`src/rtl/pfea_pkg.sv`:
```
// shared types, constants and saturating arithmetic helpers for the pid controller
package pfea_pkg;

   localparam int unsigned DW          = 32;           // data word width
   localparam int unsigned FB          = 16;           // fraction bits of gains and steps
   localparam int unsigned SMOOTH_BITS = 16;           // fraction bits of the smoothing weight
   localparam int unsigned STEP_W      = DW - 1;       // unsigned time step width
   localparam int unsigned OPW         = DW + 1;       // multiplier operand width
   localparam int unsigned PW          = 2 * OPW;      // full product width
   localparam int unsigned CSR_IDX_W   = 3;

   localparam logic [SMOOTH_BITS:0] SMOOTH_ONE = {1'b1, {SMOOTH_BITS{1'b0}}};
   localparam logic [STEP_W-1:0]    STEP_ONE   = {{(STEP_W-FB-1){1'b0}}, 1'b1, {FB{1'b0}}};

   localparam logic signed [DW-1:0] SMAX = {1'b0, {(DW-1){1'b1}}};
   localparam logic signed [DW-1:0] SMIN = {1'b1, {(DW-1){1'b0}}};
   localparam logic signed [PW-1:0] PMAX = {{(PW-DW+1){1'b0}}, {(DW-1){1'b1}}};
   localparam logic signed [PW-1:0] PMIN = {{(PW-DW+1){1'b1}}, {(DW-1){1'b0}}};

   typedef enum logic [CSR_IDX_W-1:0] {
      CSR_GAIN_P       = 3'd0,
      CSR_GAIN_I       = 3'd1,
      CSR_GAIN_D       = 3'd2,
      CSR_TIME_STEP    = 3'd3,
      CSR_INV_STEP     = 3'd4,
      CSR_OUTPUT_LOW   = 3'd5,
      CSR_OUTPUT_HIGH  = 3'd6,
      CSR_SMOOTHING    = 3'd7
   } csr_index_type;

   localparam logic MODE_UPDATE = 1'b0;
   localparam logic MODE_CLEAR  = 1'b1;

   typedef enum logic [3:0] {
      ST_IDLE,
      ST_MUL_A,
      ST_MUL_B,
      ST_FILT,
      ST_MUL_I,
      ST_MUL_D,
      ST_MUL_P,
      ST_MUL_G,
      ST_MUL_K,
      ST_FINISH
   } state_type;

   // floor shift of a full product, saturated to the data word
   function automatic logic signed [DW-1:0] sat_prod(input logic signed [PW-1:0] p,
                                                      input int unsigned sh);
      logic signed [PW-1:0] q;
      q = p >>> sh;
      if (q > PMAX) begin
         sat_prod = SMAX;
      end else if (q < PMIN) begin
         sat_prod = SMIN;
      end else begin
         sat_prod = q[DW-1:0];
      end
   endfunction

   function automatic logic signed [DW-1:0] add_sat(input logic signed [DW-1:0] a,
                                                     input logic signed [DW-1:0] b);
      logic signed [DW:0] s;
      s = {a[DW-1], a} + {b[DW-1], b};
      if (s[DW] != s[DW-1]) begin
         add_sat = s[DW] ? SMIN : SMAX;
      end else begin
         add_sat = s[DW-1:0];
      end
   endfunction

   function automatic logic signed [DW-1:0] sub_sat(input logic signed [DW-1:0] a,
                                                     input logic signed [DW-1:0] b);
      logic signed [DW:0] s;
      s = {a[DW-1], a} - {b[DW-1], b};
      if (s[DW] != s[DW-1]) begin
         sub_sat = s[DW] ? SMIN : SMAX;
      end else begin
         sub_sat = s[DW-1:0];
      end
   endfunction

   // upper limit is tested first: with inverted limits, values above it give the upper limit and all others the lower
   function automatic logic signed [DW-1:0] clamp(input logic signed [DW-1:0] v,
                                                   input logic signed [DW-1:0] lo,
                                                   input logic signed [DW-1:0] hi);
      if (v > hi) begin
         clamp = hi;
      end else if (v < lo) begin
         clamp = lo;
      end else begin
         clamp = v;
      end
   endfunction

endpackage

```
`src/rtl/pfea_if.sv`:
```
// request and response channel interfaces of the pid controller
interface pfea_req_if;
   logic                            valid;
   logic                            ready;
   logic                            mode;
   logic signed [pfea_pkg::DW-1:0]  target;
   logic signed [pfea_pkg::DW-1:0]  measured;

   modport source (output valid, output mode, output target, output measured, input ready);
   modport sink   (input valid, input mode, input target, input measured, output ready);
endinterface

interface pfea_rsp_if;
   logic                            valid;
   logic                            ready;
   logic signed [pfea_pkg::DW-1:0]  drive;

   modport source (output valid, output drive, input ready);
   modport sink   (input valid, input drive, output ready);
endinterface

```
`src/rtl/pid_filtered_error_antiwindup.sv`:
```
// pid controller with low-pass filtered error and clamped integral, one shared multiplier
// an update request runs after acceptance on one registered 33x33 multiplier, in order through
// mul_a, mul_b, filt (filter sum), mul_i, mul_d, mul_p, mul_g, mul_k (seven products) and finish,
// where its response is registered; a new request is taken only back in idle; finish holds while
// an older response is unread; a clear request zeroes the state and gives no response
// synchronous active-high reset: idle, no response, state zero, limits and gains zero, steps one
module pid_filtered_error_antiwindup (
   input  logic                                 clock,
   input  logic                                 reset,
   pfea_req_if.sink                             req_chan,
   pfea_rsp_if.source                           rsp_chan,
   input  logic                                 csr_write_enable,
   input  logic [pfea_pkg::CSR_IDX_W-1:0]       csr_index,
   input  logic [pfea_pkg::DW-1:0]              csr_write_data
);

   localparam int unsigned DW  = pfea_pkg::DW;
   localparam int unsigned OPW = pfea_pkg::OPW;
   localparam int unsigned PW  = pfea_pkg::PW;
   localparam int unsigned SB  = pfea_pkg::SMOOTH_BITS;
   localparam int unsigned SW  = pfea_pkg::STEP_W;

   // configuration registers
   logic signed [DW-1:0] gain_p_ff, gain_i_ff, gain_d_ff;
   logic [SW-1:0]        time_step_ff, inv_step_ff;
   logic signed [DW-1:0] out_low_ff, out_high_ff;
   logic [SB:0]          smoothing_ff;

   // controller state carried from update to update
   logic signed [DW-1:0] integral_ff, integral_in;
   logic signed [DW-1:0] last_ff, last_in;

   // sequencer and working registers
   pfea_pkg::state_type  state_ff, state_in;
   logic signed [PW-1:0] prod_ff, prod_in;
   logic signed [DW-1:0] err_ff, err_in;
   logic signed [DW-1:0] acc_ff, acc_in;
   logic signed [DW-1:0] filt_ff, filt_in;
   logic signed [DW-1:0] diff_ff, diff_in;
   logic signed [DW-1:0] isum_ff, isum_in;
   logic signed [DW-1:0] deriv_ff, deriv_in;

   // response register
   logic                 rsp_valid_ff, rsp_valid_in;
   logic signed [DW-1:0] drive_ff, drive_in;

   // shared multiplier operands
   logic signed [OPW-1:0] mul_a, mul_b;
   logic signed [PW-1:0]  product;

   // smoothing weight limited to one, and its complement
   logic [SB:0]          s_eff;
   logic [SB:0]          s_comp;

   // registered product scaled both ways
   logic signed [DW-1:0] prod_smooth;
   logic signed [DW-1:0] prod_frac;

   assign s_eff       = (smoothing_ff > pfea_pkg::SMOOTH_ONE) ? pfea_pkg::SMOOTH_ONE
                                                              : smoothing_ff;
   assign s_comp      = pfea_pkg::SMOOTH_ONE - s_eff;
   assign product     = mul_a * mul_b;
   assign prod_smooth = pfea_pkg::sat_prod(prod_ff, SB);
   assign prod_frac   = pfea_pkg::sat_prod(prod_ff, pfea_pkg::FB);

   assign req_chan.ready = (state_ff == pfea_pkg::ST_IDLE);
   assign rsp_chan.valid = rsp_valid_ff;
   assign rsp_chan.drive = drive_ff;

   // configuration writes; the user must write only while the controller is idle, the block does not enforce it
   always_ff @(posedge clock) begin
      if (reset) begin
         gain_p_ff    <= '0;
         gain_i_ff    <= '0;
         gain_d_ff    <= '0;
         time_step_ff <= pfea_pkg::STEP_ONE;
         inv_step_ff  <= pfea_pkg::STEP_ONE;
         out_low_ff   <= '0;
         out_high_ff  <= '0;
         smoothing_ff <= '0;
      end else if (csr_write_enable) begin
         unique case (pfea_pkg::csr_index_type'(csr_index))
            pfea_pkg::CSR_GAIN_P:      gain_p_ff    <= csr_write_data;
            pfea_pkg::CSR_GAIN_I:      gain_i_ff    <= csr_write_data;
            pfea_pkg::CSR_GAIN_D:      gain_d_ff    <= csr_write_data;
            pfea_pkg::CSR_TIME_STEP:   time_step_ff <= csr_write_data[SW-1:0];
            pfea_pkg::CSR_INV_STEP:    inv_step_ff  <= csr_write_data[SW-1:0];
            pfea_pkg::CSR_OUTPUT_LOW:  out_low_ff   <= csr_write_data;
            pfea_pkg::CSR_OUTPUT_HIGH: out_high_ff  <= csr_write_data;
            pfea_pkg::CSR_SMOOTHING:   smoothing_ff <= csr_write_data[SB:0];
            default: ;
         endcase
      end
   end

   // control state and the carried controller state
   always_ff @(posedge clock) begin
      if (reset) begin
         state_ff     <= pfea_pkg::ST_IDLE;
         rsp_valid_ff <= 1'b0;
         integral_ff  <= '0;
         last_ff      <= '0;
      end else begin
         state_ff     <= state_in;
         rsp_valid_ff <= rsp_valid_in;
         integral_ff  <= integral_in;
         last_ff      <= last_in;
      end
   end

   // payload registers
   always_ff @(posedge clock) begin
      prod_ff  <= prod_in;
      err_ff   <= err_in;
      acc_ff   <= acc_in;
      filt_ff  <= filt_in;
      diff_ff  <= diff_in;
      isum_ff  <= isum_in;
      deriv_ff <= deriv_in;
      drive_ff <= drive_in;
   end

   // sequencer: the product states feed the multiplier, and the states after them fold in the previous product
   always_comb begin
      state_in     = state_ff;
      prod_in      = prod_ff;
      err_in       = err_ff;
      acc_in       = acc_ff;
      filt_in      = filt_ff;
      diff_in      = diff_ff;
      isum_in      = isum_ff;
      deriv_in     = deriv_ff;
      drive_in     = drive_ff;
      integral_in  = integral_ff;
      last_in      = last_ff;
      rsp_valid_in = rsp_valid_ff;
      mul_a        = '0;
      mul_b        = '0;

      // response taken downstream
      if (rsp_valid_ff && rsp_chan.ready) begin
         rsp_valid_in = 1'b0;
      end

      unique case (state_ff)
         pfea_pkg::ST_IDLE: begin
            if (req_chan.valid) begin
               if (req_chan.mode == pfea_pkg::MODE_CLEAR) begin
                  integral_in = '0;
                  last_in     = '0;
               end else begin
                  err_in   = pfea_pkg::sub_sat(req_chan.target, req_chan.measured);
                  state_in = pfea_pkg::ST_MUL_A;
               end
            end
         end
         pfea_pkg::ST_MUL_A: begin
            // weight of the previous filtered error
            mul_a    = {{(OPW-SB-1){1'b0}}, s_eff};
            mul_b    = {last_ff[DW-1], last_ff};
            prod_in  = product;
            state_in = pfea_pkg::ST_MUL_B;
         end
         pfea_pkg::ST_MUL_B: begin
            // weight of the new error
            acc_in   = prod_smooth;
            mul_a    = {{(OPW-SB-1){1'b0}}, s_comp};
            mul_b    = {err_ff[DW-1], err_ff};
            prod_in  = product;
            state_in = pfea_pkg::ST_FILT;
         end
         pfea_pkg::ST_FILT: begin
            filt_in  = pfea_pkg::add_sat(acc_ff, prod_smooth);
            state_in = pfea_pkg::ST_MUL_I;
         end
         pfea_pkg::ST_MUL_I: begin
            // integral increment, and the change of filtered error
            diff_in  = pfea_pkg::sub_sat(filt_ff, last_ff);
            mul_a    = {filt_ff[DW-1], filt_ff};
            mul_b    = {{(OPW-SW){1'b0}}, time_step_ff};
            prod_in  = product;
            state_in = pfea_pkg::ST_MUL_D;
         end
         pfea_pkg::ST_MUL_D: begin
            // anti-windup: integral held inside the output limits
            isum_in  = pfea_pkg::clamp(pfea_pkg::add_sat(integral_ff, prod_frac),
                                       out_low_ff, out_high_ff);
            mul_a    = {diff_ff[DW-1], diff_ff};
            mul_b    = {{(OPW-SW){1'b0}}, inv_step_ff};
            prod_in  = product;
            state_in = pfea_pkg::ST_MUL_P;
         end
         pfea_pkg::ST_MUL_P: begin
            deriv_in = prod_frac;
            mul_a    = {gain_p_ff[DW-1], gain_p_ff};
            mul_b    = {filt_ff[DW-1], filt_ff};
            prod_in  = product;
            state_in = pfea_pkg::ST_MUL_G;
         end
         pfea_pkg::ST_MUL_G: begin
            acc_in   = prod_frac;
            mul_a    = {gain_i_ff[DW-1], gain_i_ff};
            mul_b    = {isum_ff[DW-1], isum_ff};
            prod_in  = product;
            state_in = pfea_pkg::ST_MUL_K;
         end
         pfea_pkg::ST_MUL_K: begin
            acc_in   = pfea_pkg::add_sat(acc_ff, prod_frac);
            mul_a    = {gain_d_ff[DW-1], gain_d_ff};
            mul_b    = {deriv_ff[DW-1], deriv_ff};
            prod_in  = product;
            state_in = pfea_pkg::ST_FINISH;
         end
         pfea_pkg::ST_FINISH: begin
            // waits here only while an older response is still unread
            if (!rsp_valid_ff || rsp_chan.ready) begin
               drive_in     = pfea_pkg::clamp(pfea_pkg::add_sat(acc_ff, prod_frac),
                                              out_low_ff, out_high_ff);
               rsp_valid_in = 1'b1;
               integral_in  = isum_ff;
               last_in      = filt_ff;
               state_in     = pfea_pkg::ST_IDLE;
            end
         end
         default: begin
            state_in = pfea_pkg::ST_IDLE;
         end
      endcase
   end

endmodule

```
`src/flat_wrapper.sv`:
```
// flat-port wrapper written by rule: the top's interface ports become plain ports
module pid_filtered_error_antiwindup_flat 
  (clock, reset, csr_write_enable, csr_index, csr_write_data, req_chan_valid, req_chan_mode, req_chan_target, req_chan_measured, req_chan_ready, rsp_chan_valid, rsp_chan_drive, rsp_chan_ready);
  pfea_req_if req_chan_i ();
  pfea_rsp_if rsp_chan_i ();
  input  logic clock;
  input  logic reset;
  input  logic csr_write_enable;
  input  logic [pfea_pkg::CSR_IDX_W-1:0] csr_index;
  input  logic [pfea_pkg::DW-1:0] csr_write_data;
  input wire logic [$bits(req_chan_i.valid)-1:0] req_chan_valid;
  input wire logic [$bits(req_chan_i.mode)-1:0] req_chan_mode;
  input wire logic [$bits(req_chan_i.target)-1:0] req_chan_target;
  input wire logic [$bits(req_chan_i.measured)-1:0] req_chan_measured;
  output wire logic [$bits(req_chan_i.ready)-1:0] req_chan_ready;
  output wire logic [$bits(rsp_chan_i.valid)-1:0] rsp_chan_valid;
  output wire logic [$bits(rsp_chan_i.drive)-1:0] rsp_chan_drive;
  input wire logic [$bits(rsp_chan_i.ready)-1:0] rsp_chan_ready;
  assign req_chan_i.valid = req_chan_valid;
  assign req_chan_i.mode = req_chan_mode;
  assign req_chan_i.target = req_chan_target;
  assign req_chan_i.measured = req_chan_measured;
  assign req_chan_ready = req_chan_i.ready;
  assign rsp_chan_valid = rsp_chan_i.valid;
  assign rsp_chan_drive = rsp_chan_i.drive;
  assign rsp_chan_i.ready = rsp_chan_ready;
  pid_filtered_error_antiwindup u_core (.clock(clock), .reset(reset), .req_chan(req_chan_i), .rsp_chan(rsp_chan_i), .csr_write_enable(csr_write_enable), .csr_index(csr_index), .csr_write_data(csr_write_data));
endmodule
```
`config.mk`:
```
export PLATFORM = sky130hd
export DESIGN_NAME = pid_filtered_error_antiwindup_flat
export DESIGN_NICKNAME = d
export VERILOG_FILES = /design/src/rtl/pfea_pkg.sv /design/src/rtl/pfea_if.sv /design/src/rtl/pid_filtered_error_antiwindup.sv /design/src/flat_wrapper.sv
export SDC_FILE = /design/constraint.sdc
export NUM_CORES = 2
export LEC_CHECK = 0
export BUFFER_PORTS_ARGS = -buffer_cell sky130_fd_sc_hd__buf_4
export CAP_MARGIN = 25
export CORE_MARGIN = 4
export CORE_UTILIZATION = 25
export CTS_BUF_LIST = sky130_fd_sc_hd__clkbuf_2 sky130_fd_sc_hd__clkbuf_4 sky130_fd_sc_hd__clkbuf_8
export CTS_CLUSTER_DIAMETER = 60
export DETAILED_ROUTE_END_ITERATION = 10
export GPL_TIMING_DRIVEN = 0
export PLACE_DENSITY = 0.37
export SLEW_MARGIN = 15
export SYNTH_ARGS = -nofsm -noshare
export SYNTH_HDL_FRONTEND = slang
export SYNTH_SLANG_ARGS = --single-unit
```
`constraint.sdc`:
```
create_clock -name clock -period 12.46 [get_ports clock]
set_input_delay 2.492 -clock clock [delete_from_list [all_inputs] [get_ports clock]]
set_output_delay 2.492 -clock clock [all_outputs]
set_load 0.01 [all_outputs]
```
* Word-level counts from Yosys, hierarchy flattened *
Cells that the tools add are included.
W data, S select, Z words.

cells by class
  add/sub/neg operators = 5
  multipliers = 1
  $lt $le $gt $ge = 7
  equal/unequal tests = 24
  mux-type cells = 34
  bitwise operators = 1
  reductions and logical operators = 21

operators by type and width
  cell                      count
  $mux W32                  21
  $pmux W33 S7              2
  $pmux W32 S2              3
  $add A32 B32 Y33          2
  $mul A33 B33 Y66          1
  $sub A32 B32 Y33          2
  $gt A32 B32 Y1            2
  $lt A32 B32 Y1            2
  $gt A50 B32 Y1 const B    1
  $lt A50 B32 Y1 const B    1
  $pmux W4 S10              1
  $reduce_and A2 Y1         9
  $gt A17 B17 Y1 const B    1
  $mux W17                  1
  $sub A17 B17 Y17 const A  1
  $eq A4 B3 Y1 const B      4
  $eq A3 B3 Y1 const B      4
  $mux W4                   3
  $eq A4 B2 Y1 const B      2
  $eq A4 B4 Y1 const B      2
  $reduce_or A7 Y1          1
  $eq A3 B2 Y1 const B      2
  $ne A2 B2 Y1 const B      3
  $reduce_and A3 Y1         2
  14 further kinds          20

word-level totals
  register bits = 598
  output and inout bits = 34

* Logic depth before layout (Yosys ltp) *
  word-level depth = 11
  gate-level depth with buffers = 42
  mapped depth without buffers = 38

* Least setup slack after synthesis *
Ideal clock, no wire load.

  path kind = flip-flop to flip-flop
  start = register u_core.state_ff[0]
  end = register u_core.prod_ff[65], data pin
  arrival = 10886 ps
  data required time = 12196 ps
  setup slack = 1310 ps
  stages on the path, launching flop included = 38
  buffers on the path = 7
  clock period less this slack = 11150 ps
  path through = dfxtp_1 > buf_6 > or2_1 > buf_4 > nor3_1 > clkbuf_1 > buf_2 > buf_1 > a22oi_1 > nand3_1 > clkbuf_1 > nand2_1 > fa_1 > inv_1 > fa_1 > fa_1 > fa_1 > inv_1 > [... 2 more ...] > inv_1 > fa_1 > inv_1 > fa_1 > inv_1 > ha_1 > clkbuf_1 > a21o_1 > a21o_1 > a21o_1 > a21o_1 > a21o_1 > a211oi_1 > o21ai_0 > o21ba_4 > nor3_1 > a2111oi_2 > xnor2_1

on the way
  word-level cells in the longest chain between the ends = 3

RTL lines
  item                                  line                                  text
  start, declared                       pid_filtered_error_antiwindup.sv:34   pfea_pkg::state_type state_ff, state_in;
  start signal, assigned                pid_filtered_error_antiwindup.sv:99   state_ff <= pfea_pkg::ST_IDLE;
  start signal, assigned                pid_filtered_error_antiwindup.sv:104  state_ff <= state_in;
  $eq A4 B4 Y1 (tied with other cells)  pid_filtered_error_antiwindup.sv:145  unique case (state_ff)
  $pmux W33 S7                          pid_filtered_error_antiwindup.sv:145
  $mul A33 B33 Y66 *                    pid_filtered_error_antiwindup.sv:62   assign product = mul_a * mul_b;
  net u_core.product[65]                pid_filtered_error_antiwindup.sv:49   logic signed [PW-1:0] product;
  end signal, assigned                  pid_filtered_error_antiwindup.sv:113  prod_ff <= prod_in;
  end, declared                         pid_filtered_error_antiwindup.sv:35   logic signed [PW-1:0] prod_ff, prod_in;

Mark *: on every way through the listed nets, which the timed path passes. The rest lies on a longest branch.
A chain may end at the register's enable or synchronous reset.

* Worst setup path after layout *
  start = register u_core.state_ff[0]
  end = register u_core.prod_ff[52], data pin

The elaborated chain is that of the path after synthesis.

==> run_summary.xml <==
<?xml version="1.0" encoding="UTF-8"?>
<metrics>
  <group name="logic_synthesis">
    <metric name="average_footprint_of_a_synthesized_cell" unit="um^2">9.01</metric>
    <metric name="yosysSeqAreaShare" unit="%">20.4</metric>
    <metric name="post_synth_instance_area" unit="um^2">70700</metric>
    <metric name="synth_largest_type_area_fraction" unit="%">31.9</metric>
    <metric name="postSynthRegisterBits" unit="">582</metric>
    <metric name="synth.top_cells.by_area" unit="">sky130_fd_sc_hd__fa_1 (32%), sky130_fd_sc_hd__edfxtp_1 (12%), sky130_fd_sc_hd__dfxtp_1 (8.7%)</metric>
    <metric name="yosys_warnings" unit="">0</metric>
    <metric name="async_flop_share" unit="%">0</metric>
    <metric name="synth_cell_type_count" unit="">99</metric>
    <metric name="postSynthNetCount" unit="">9539</metric>
    <metric name="syn_inst" unit="">7840</metric>
    <metric name="synthFlopType" unit="">sky130_fd_sc_hd__dfxtp_1</metric>
    <metric name="synth-edff-count" unit="">274</metric>
    <metric name="netlist.top_cell.by_area" unit="">sky130_fd_sc_hd__fa_1</metric>
  </group>
  <group name="setup_path">
    <metric name="cp_data_required_time" unit="ns">12.97</metric>
    <metric name="crit_family" unit="">adder cells</metric>
    <metric name="critPathSlowestCell" unit="">sky130_fd_sc_hd__clkbuf_1</metric>
    <metric name="crit_path_arrival_time" unit="ns">12.70</metric>
    <metric name="startpoint_type" unit="">flop</metric>
    <metric name="max_fanout_on_critical_path" unit="">10</metric>
    <metric name="timing.setup.critical_path_class" unit="">reg2reg</metric>
    <metric name="endpoint_kind" unit="">flop</metric>
    <metric name="path_common_cell" unit="">sky130_fd_sc_hd__fa_1</metric>
    <metric name="max_stage_delay" unit="ns">0.74</metric>
    <metric name="worstPathBufferInverterCount" unit="">11</metric>
  </group>
  <group name="global_route">
    <metric name="grt_max_degree" unit="">37</metric>
    <metric name="grt.total_usage" unit="%">22.1</metric>
    <metric name="antenna_found_initial" unit="">24</metric>
    <metric name="grt_pass1_vias" unit="">60100</metric>
    <metric name="grt_pass1_wl" unit="um">462000</metric>
    <metric name="overflow" unit="">0</metric>
  </group>
  <group name="clocking">
    <metric name="insertion_delay" unit="ns">0.87</metric>
    <metric name="cts-buffers-inserted" unit="">115</metric>
    <metric name="cts_sinks" unit="">582</metric>
    <metric name="clock_tree_from_tritoncts" unit="">done</metric>
    <metric name="h-tree-depth" unit="">3</metric>
    <metric name="clkSlewWorstSetupHoldPaths" unit="ns">0.06</metric>
    <metric name="cts_buffer_depth" unit="">3</metric>
    <metric name="cts_root_buffer" unit="">sky130_fd_sc_hd__clkbuf_8</metric>
  </group>
  <group name="sta">
    <metric name="period_minus_slack" unit="ns">12.18</metric>
    <metric name="setup_slack" unit="ns">0.275</metric>
    <metric name="worst-slew-pin-transition" unit="ns">1.18</metric>
    <metric name="fin_setup_tns" unit="ns">0</metric>
    <metric name="slew-limit-headroom" unit="%">21.6</metric>
    <metric name="timing.final.setup_violations" unit="">0</metric>
    <metric name="worst_hold_slack" unit="ns">0.454</metric>
    <metric name="hold_viol" unit="">0</metric>
    <metric name="fin_crit_sh" unit="%">97.8</metric>
    <metric name="maxClockFrequency" unit="MHz">82.1</metric>
    <metric name="rsz0062_at_grt" unit="">no</metric>
    <metric name="fin_skew" unit="ns">0.0805</metric>
    <metric name="timing.final.max_slew_violations" unit="">0</metric>
  </group>
  <group name="power">
    <metric name="share_comb_of_total_power" unit="%">41.3</metric>
    <metric name="cellInternalPower" unit="mW">4.39</metric>
    <metric name="power.switching_fraction" unit="%">42.3</metric>
    <metric name="sequentialPowerShare" unit="%">29.6</metric>
    <metric name="clock_network_power_share" unit="%">29.1</metric>
    <metric name="vdd_drop_max" unit="mV">0.104</metric>
    <metric name="p_leak" unit="nW">34.1</metric>
    <metric name="power_density" unit="nW/um^2">94.7</metric>
    <metric name="switching_power" unit="mW">3.22</metric>
  </group>
  <group name="floorplan">
    <metric name="placeableCoreArea" unit="um^2">280000</metric>
    <metric name="design.die.area" unit="um^2">291000</metric>
    <metric name="dieHeight" unit="um">540</metric>
    <metric name="die_width" unit="um">540</metric>
    <metric name="starting_utilization_of_the_core_area" unit="%">25.2</metric>
    <metric name="floorplan.io_pins" unit="">139</metric>
    <metric name="fp-row-count" unit="">194</metric>
  </group>
  <group name="place">
    <metric name="detailedPlace.worstSlack" unit="ns">-1.89</metric>
    <metric name="post-dp-hpwl" unit="um">278000</metric>
    <metric name="total_of_buffers_placed_on_input_and_output_ports" unit="">118</metric>
    <metric name="place_inst" unit="">11700</metric>
    <metric name="place.gp.congestion" unit="">0.943</metric>
  </group>
  <group name="finish">
    <metric name="finalCoreUtilization" unit="%">28.6</metric>
    <metric name="syn_to_final_growth" unit="%">13.6</metric>
    <metric name="finalNetCount" unit="">9859</metric>
    <metric name="final.fill_count" unit="">30100</metric>
    <metric name="drive_gt1_share" unit="%">8.27</metric>
    <metric name="post_layout_nonfiller_instances" unit="">12000</metric>
  </group>
  <group name="drt">
    <metric name="routedWlPerCell" unit="um">27.2</metric>
    <metric name="vias" unit="">58900</metric>
    <metric name="detail_route.drc_violations" unit="">0</metric>
    <metric name="detailedRoute.firstPassIterationCount" unit="">7</metric>
    <metric name="vias_per_cell" unit="">4.91</metric>
    <metric name="routed_wire_length" unit="um">327000</metric>
    <metric name="drt_first_iter_violations" unit="">5432</metric>
    <metric name="antenna_violating_nets_post_route" unit="">0</metric>
  </group>
  <group name="run_status">
    <metric name="run_status" unit="">finished clean</metric>
  </group>
  <group name="hold_path">
    <metric name="hp-class" unit="">reg2reg</metric>
  </group>
  <group name="job">
    <metric name="maxCapViolations" unit="">0</metric>
  </group>
</metrics>
-- metal layers --
| metal | vias up | GRT usage [%] | wire length (um) |
|---|---|---|---|
| met5 | - | 0 | 39 |
| met4 | 6 | 5.68 | 9370 |
| met1 | 30500 | 31.4 | 149000 |
| li1 | 26000 | - | - |
| met3 | 319 | 3.43 | 21800 |
| met2 | 2057 | 35.1 | 147000 |
-- worst register-to-register path, delay by kind of cell (launching register included) --
kind / cells / cell delay, ns
adder cells (fa/ha/maj): 9 / 4.38
AO/OA/AOI/OAI: 11 / 2.98
buffers and inverters: 11 / 2.79
AND/OR/NAND/NOR: 5 / 1.44
flip-flops: 1 / 0.32
-- worst paths after layout --
path         slack (ns)  cells past startpoint           startpoint                   to
min reg2reg        0.45                      2  u_core.gain_i_ff[3]  u_core.gain_i_ff[3]
max                0.28                     36   u_core.state_ff[0]   u_core.prod_ff[52]
min                0.45                      2  u_core.gain_i_ff[3]  u_core.gain_i_ff[3]
max reg2reg        0.28                     36   u_core.state_ff[0]   u_core.prod_ff[52]
-- cell usage in the layout (no fill, tap or decap), types with 31 or more instances in the layout --
| cell | netlist | final |
|---|---|---|
| sky130_fd_sc_hd__nand2b_1 | 39 | 39 |
| sky130_fd_sc_hd__nand2_1 | 1408 | 1404 |
| sky130_fd_sc_hd__mux2i_1 | 88 | 88 |
| sky130_fd_sc_hd__a21oi_1 | 488 | 486 |
| sky130_fd_sc_hd__clkbuf_1 | 346 | 260 |
| sky130_fd_sc_hd__buf_4 | 5 | 147 |
| sky130_fd_sc_hd__dfxtp_1 | 308 | 308 |
| sky130_fd_sc_hd__nor2b_1 | 41 | 41 |
| sky130_fd_sc_hd__o21ai_0 | 152 | 151 |
| sky130_fd_sc_hd__fa_1 | 1125 | 1124 |
| sky130_fd_sc_hd__xnor2_1 | 114 | 114 |
| sky130_fd_sc_hd__xor2_1 | 57 | 57 |
| sky130_fd_sc_hd__clkbuf_8 | 0 | 143 |
| sky130_fd_sc_hd__nand3_1 | 101 | 95 |
| sky130_fd_sc_hd__clkbuf_2 | 18 | 89 |
| sky130_fd_sc_hd__nand4_1 | 57 | 57 |
| sky130_fd_sc_hd__a22oi_1 | 169 | 169 |
| sky130_fd_sc_hd__o21a_1 | 39 | 39 |
| sky130_fd_sc_hd__and3_1 | 31 | 31 |
| sky130_fd_sc_hd__ha_1 | 469 | 469 |
| sky130_fd_sc_hd__inv_1 | 1278 | 1275 |
| sky130_fd_sc_hd__edfxtp_1 | 274 | 274 |
| sky130_fd_sc_hd__a21o_1 | 178 | 178 |
| sky130_fd_sc_hd__buf_2 | 37 | 52 |
| sky130_fd_sc_hd__nor2_1 | 451 | 445 |
| sky130_fd_sc_hd__nor3_1 | 50 | 43 |
| sky130_fd_sc_hd__and2_1 | 63 | 63 |
| sky130_fd_sc_hd__a222oi_1 | 47 | 47 |
| sky130_fd_sc_hd__clkbuf_4 | 0 | 50 |
-- cells by family (layout without fill, tap and decap cells) --
kind of cell    count (synthesis)  in the layout  share of synthesized area [%]
xor+xnor                      171            171                           2.12
compound gates               1324           1324                           12.2
fa+ha+maj                    1613           1613                           40.4
flops                         582            582                           20.4
other cells                     0             12                              0
mux                           115            115                           1.68
buf+inv                      1701           2124                           9.21
simple gates                 2334           2334                           14.0
-- power groups by stage --
| stage | sequential (mW) | clock (mW) | combinational (mW) |
|---|---|---|---|
| after floorplan | 2.23 | 0 | 1.80 |
| after global placement | 2.29 | 0 | 3.02 |
| after detailed placement | 2.28 | 0 | 3.06 |
| after CTS | 2.24 | 2.27 | 3.08 |
| after global routing | 2.25 | 2.35 | 3.39 |
| final | 2.25 | 2.22 | 3.14 |
-- final cells by class --
type                    instances  area, um^2  area share [%]
multi-input cells            5557       50000            62.3
repair buffers                208        1980            2.47
flip-flops and latches        582       14400            17.9
inverters                    1278        4810            5.99
clock buffers                 186        2290            2.85
well taps                    3724        4660            5.80
plain buffers                 418        1830            2.28
diodes                         12        30.0          0.0374
clock inverters                34         300           0.374
-- synth_stat cells (all sizes together), types with 101 or more instances --
master,instances
o21ai,183
nand3,101
xnor2,114
edfxtp,274
a22oi,169
dfxtp,308
nand2,1408
inv,1278
clkbuf,364
nor2,453
a21oi,489
fa,1125
a21o,178
ha,469
-- metrics by stage --
stage                     area, um^2  power, mW
after detailed placement       77200       5.34
after global placement         76200       5.31
after floorplan                70700       4.03
after global routing           80300       8.00
after CTS                      80000       7.60
final                          80300       7.60
-- repair_timing --
item | in CTS | in global routing
buffers inserted | 2 | 11
hold buffers | 0 | 0
pin swaps | 1 | 6
gates resized for setup | 64 | 71
setup endpoints to repair | 37 | 83
-- flip-flops by register name (all words and copies together) (netlist names) --
name / cells
u_core.gain_p_ff: 32
u_core.isum_ff: 32
u_core.deriv_ff: 32
u_core.inv_step_ff: 31
u_core.prod_ff: 50
u_core.err_ff: 32
u_core.integral_ff: 32
u_core.gain_i_ff: 32
u_core.last_ff: 32
u_core.state_ff: 4
u_core.out_high_ff: 32
u_core.rsp_chan.valid: 1
u_core.time_step_ff: 31
u_core.acc_ff: 32
u_core.rsp_chan.drive: 32
u_core.filt_ff: 32
u_core.diff_ff: 32
u_core.out_low_ff: 32
u_core.gain_d_ff: 32
u_core.smoothing_ff: 17
Power figures use the tool's default switching activity.
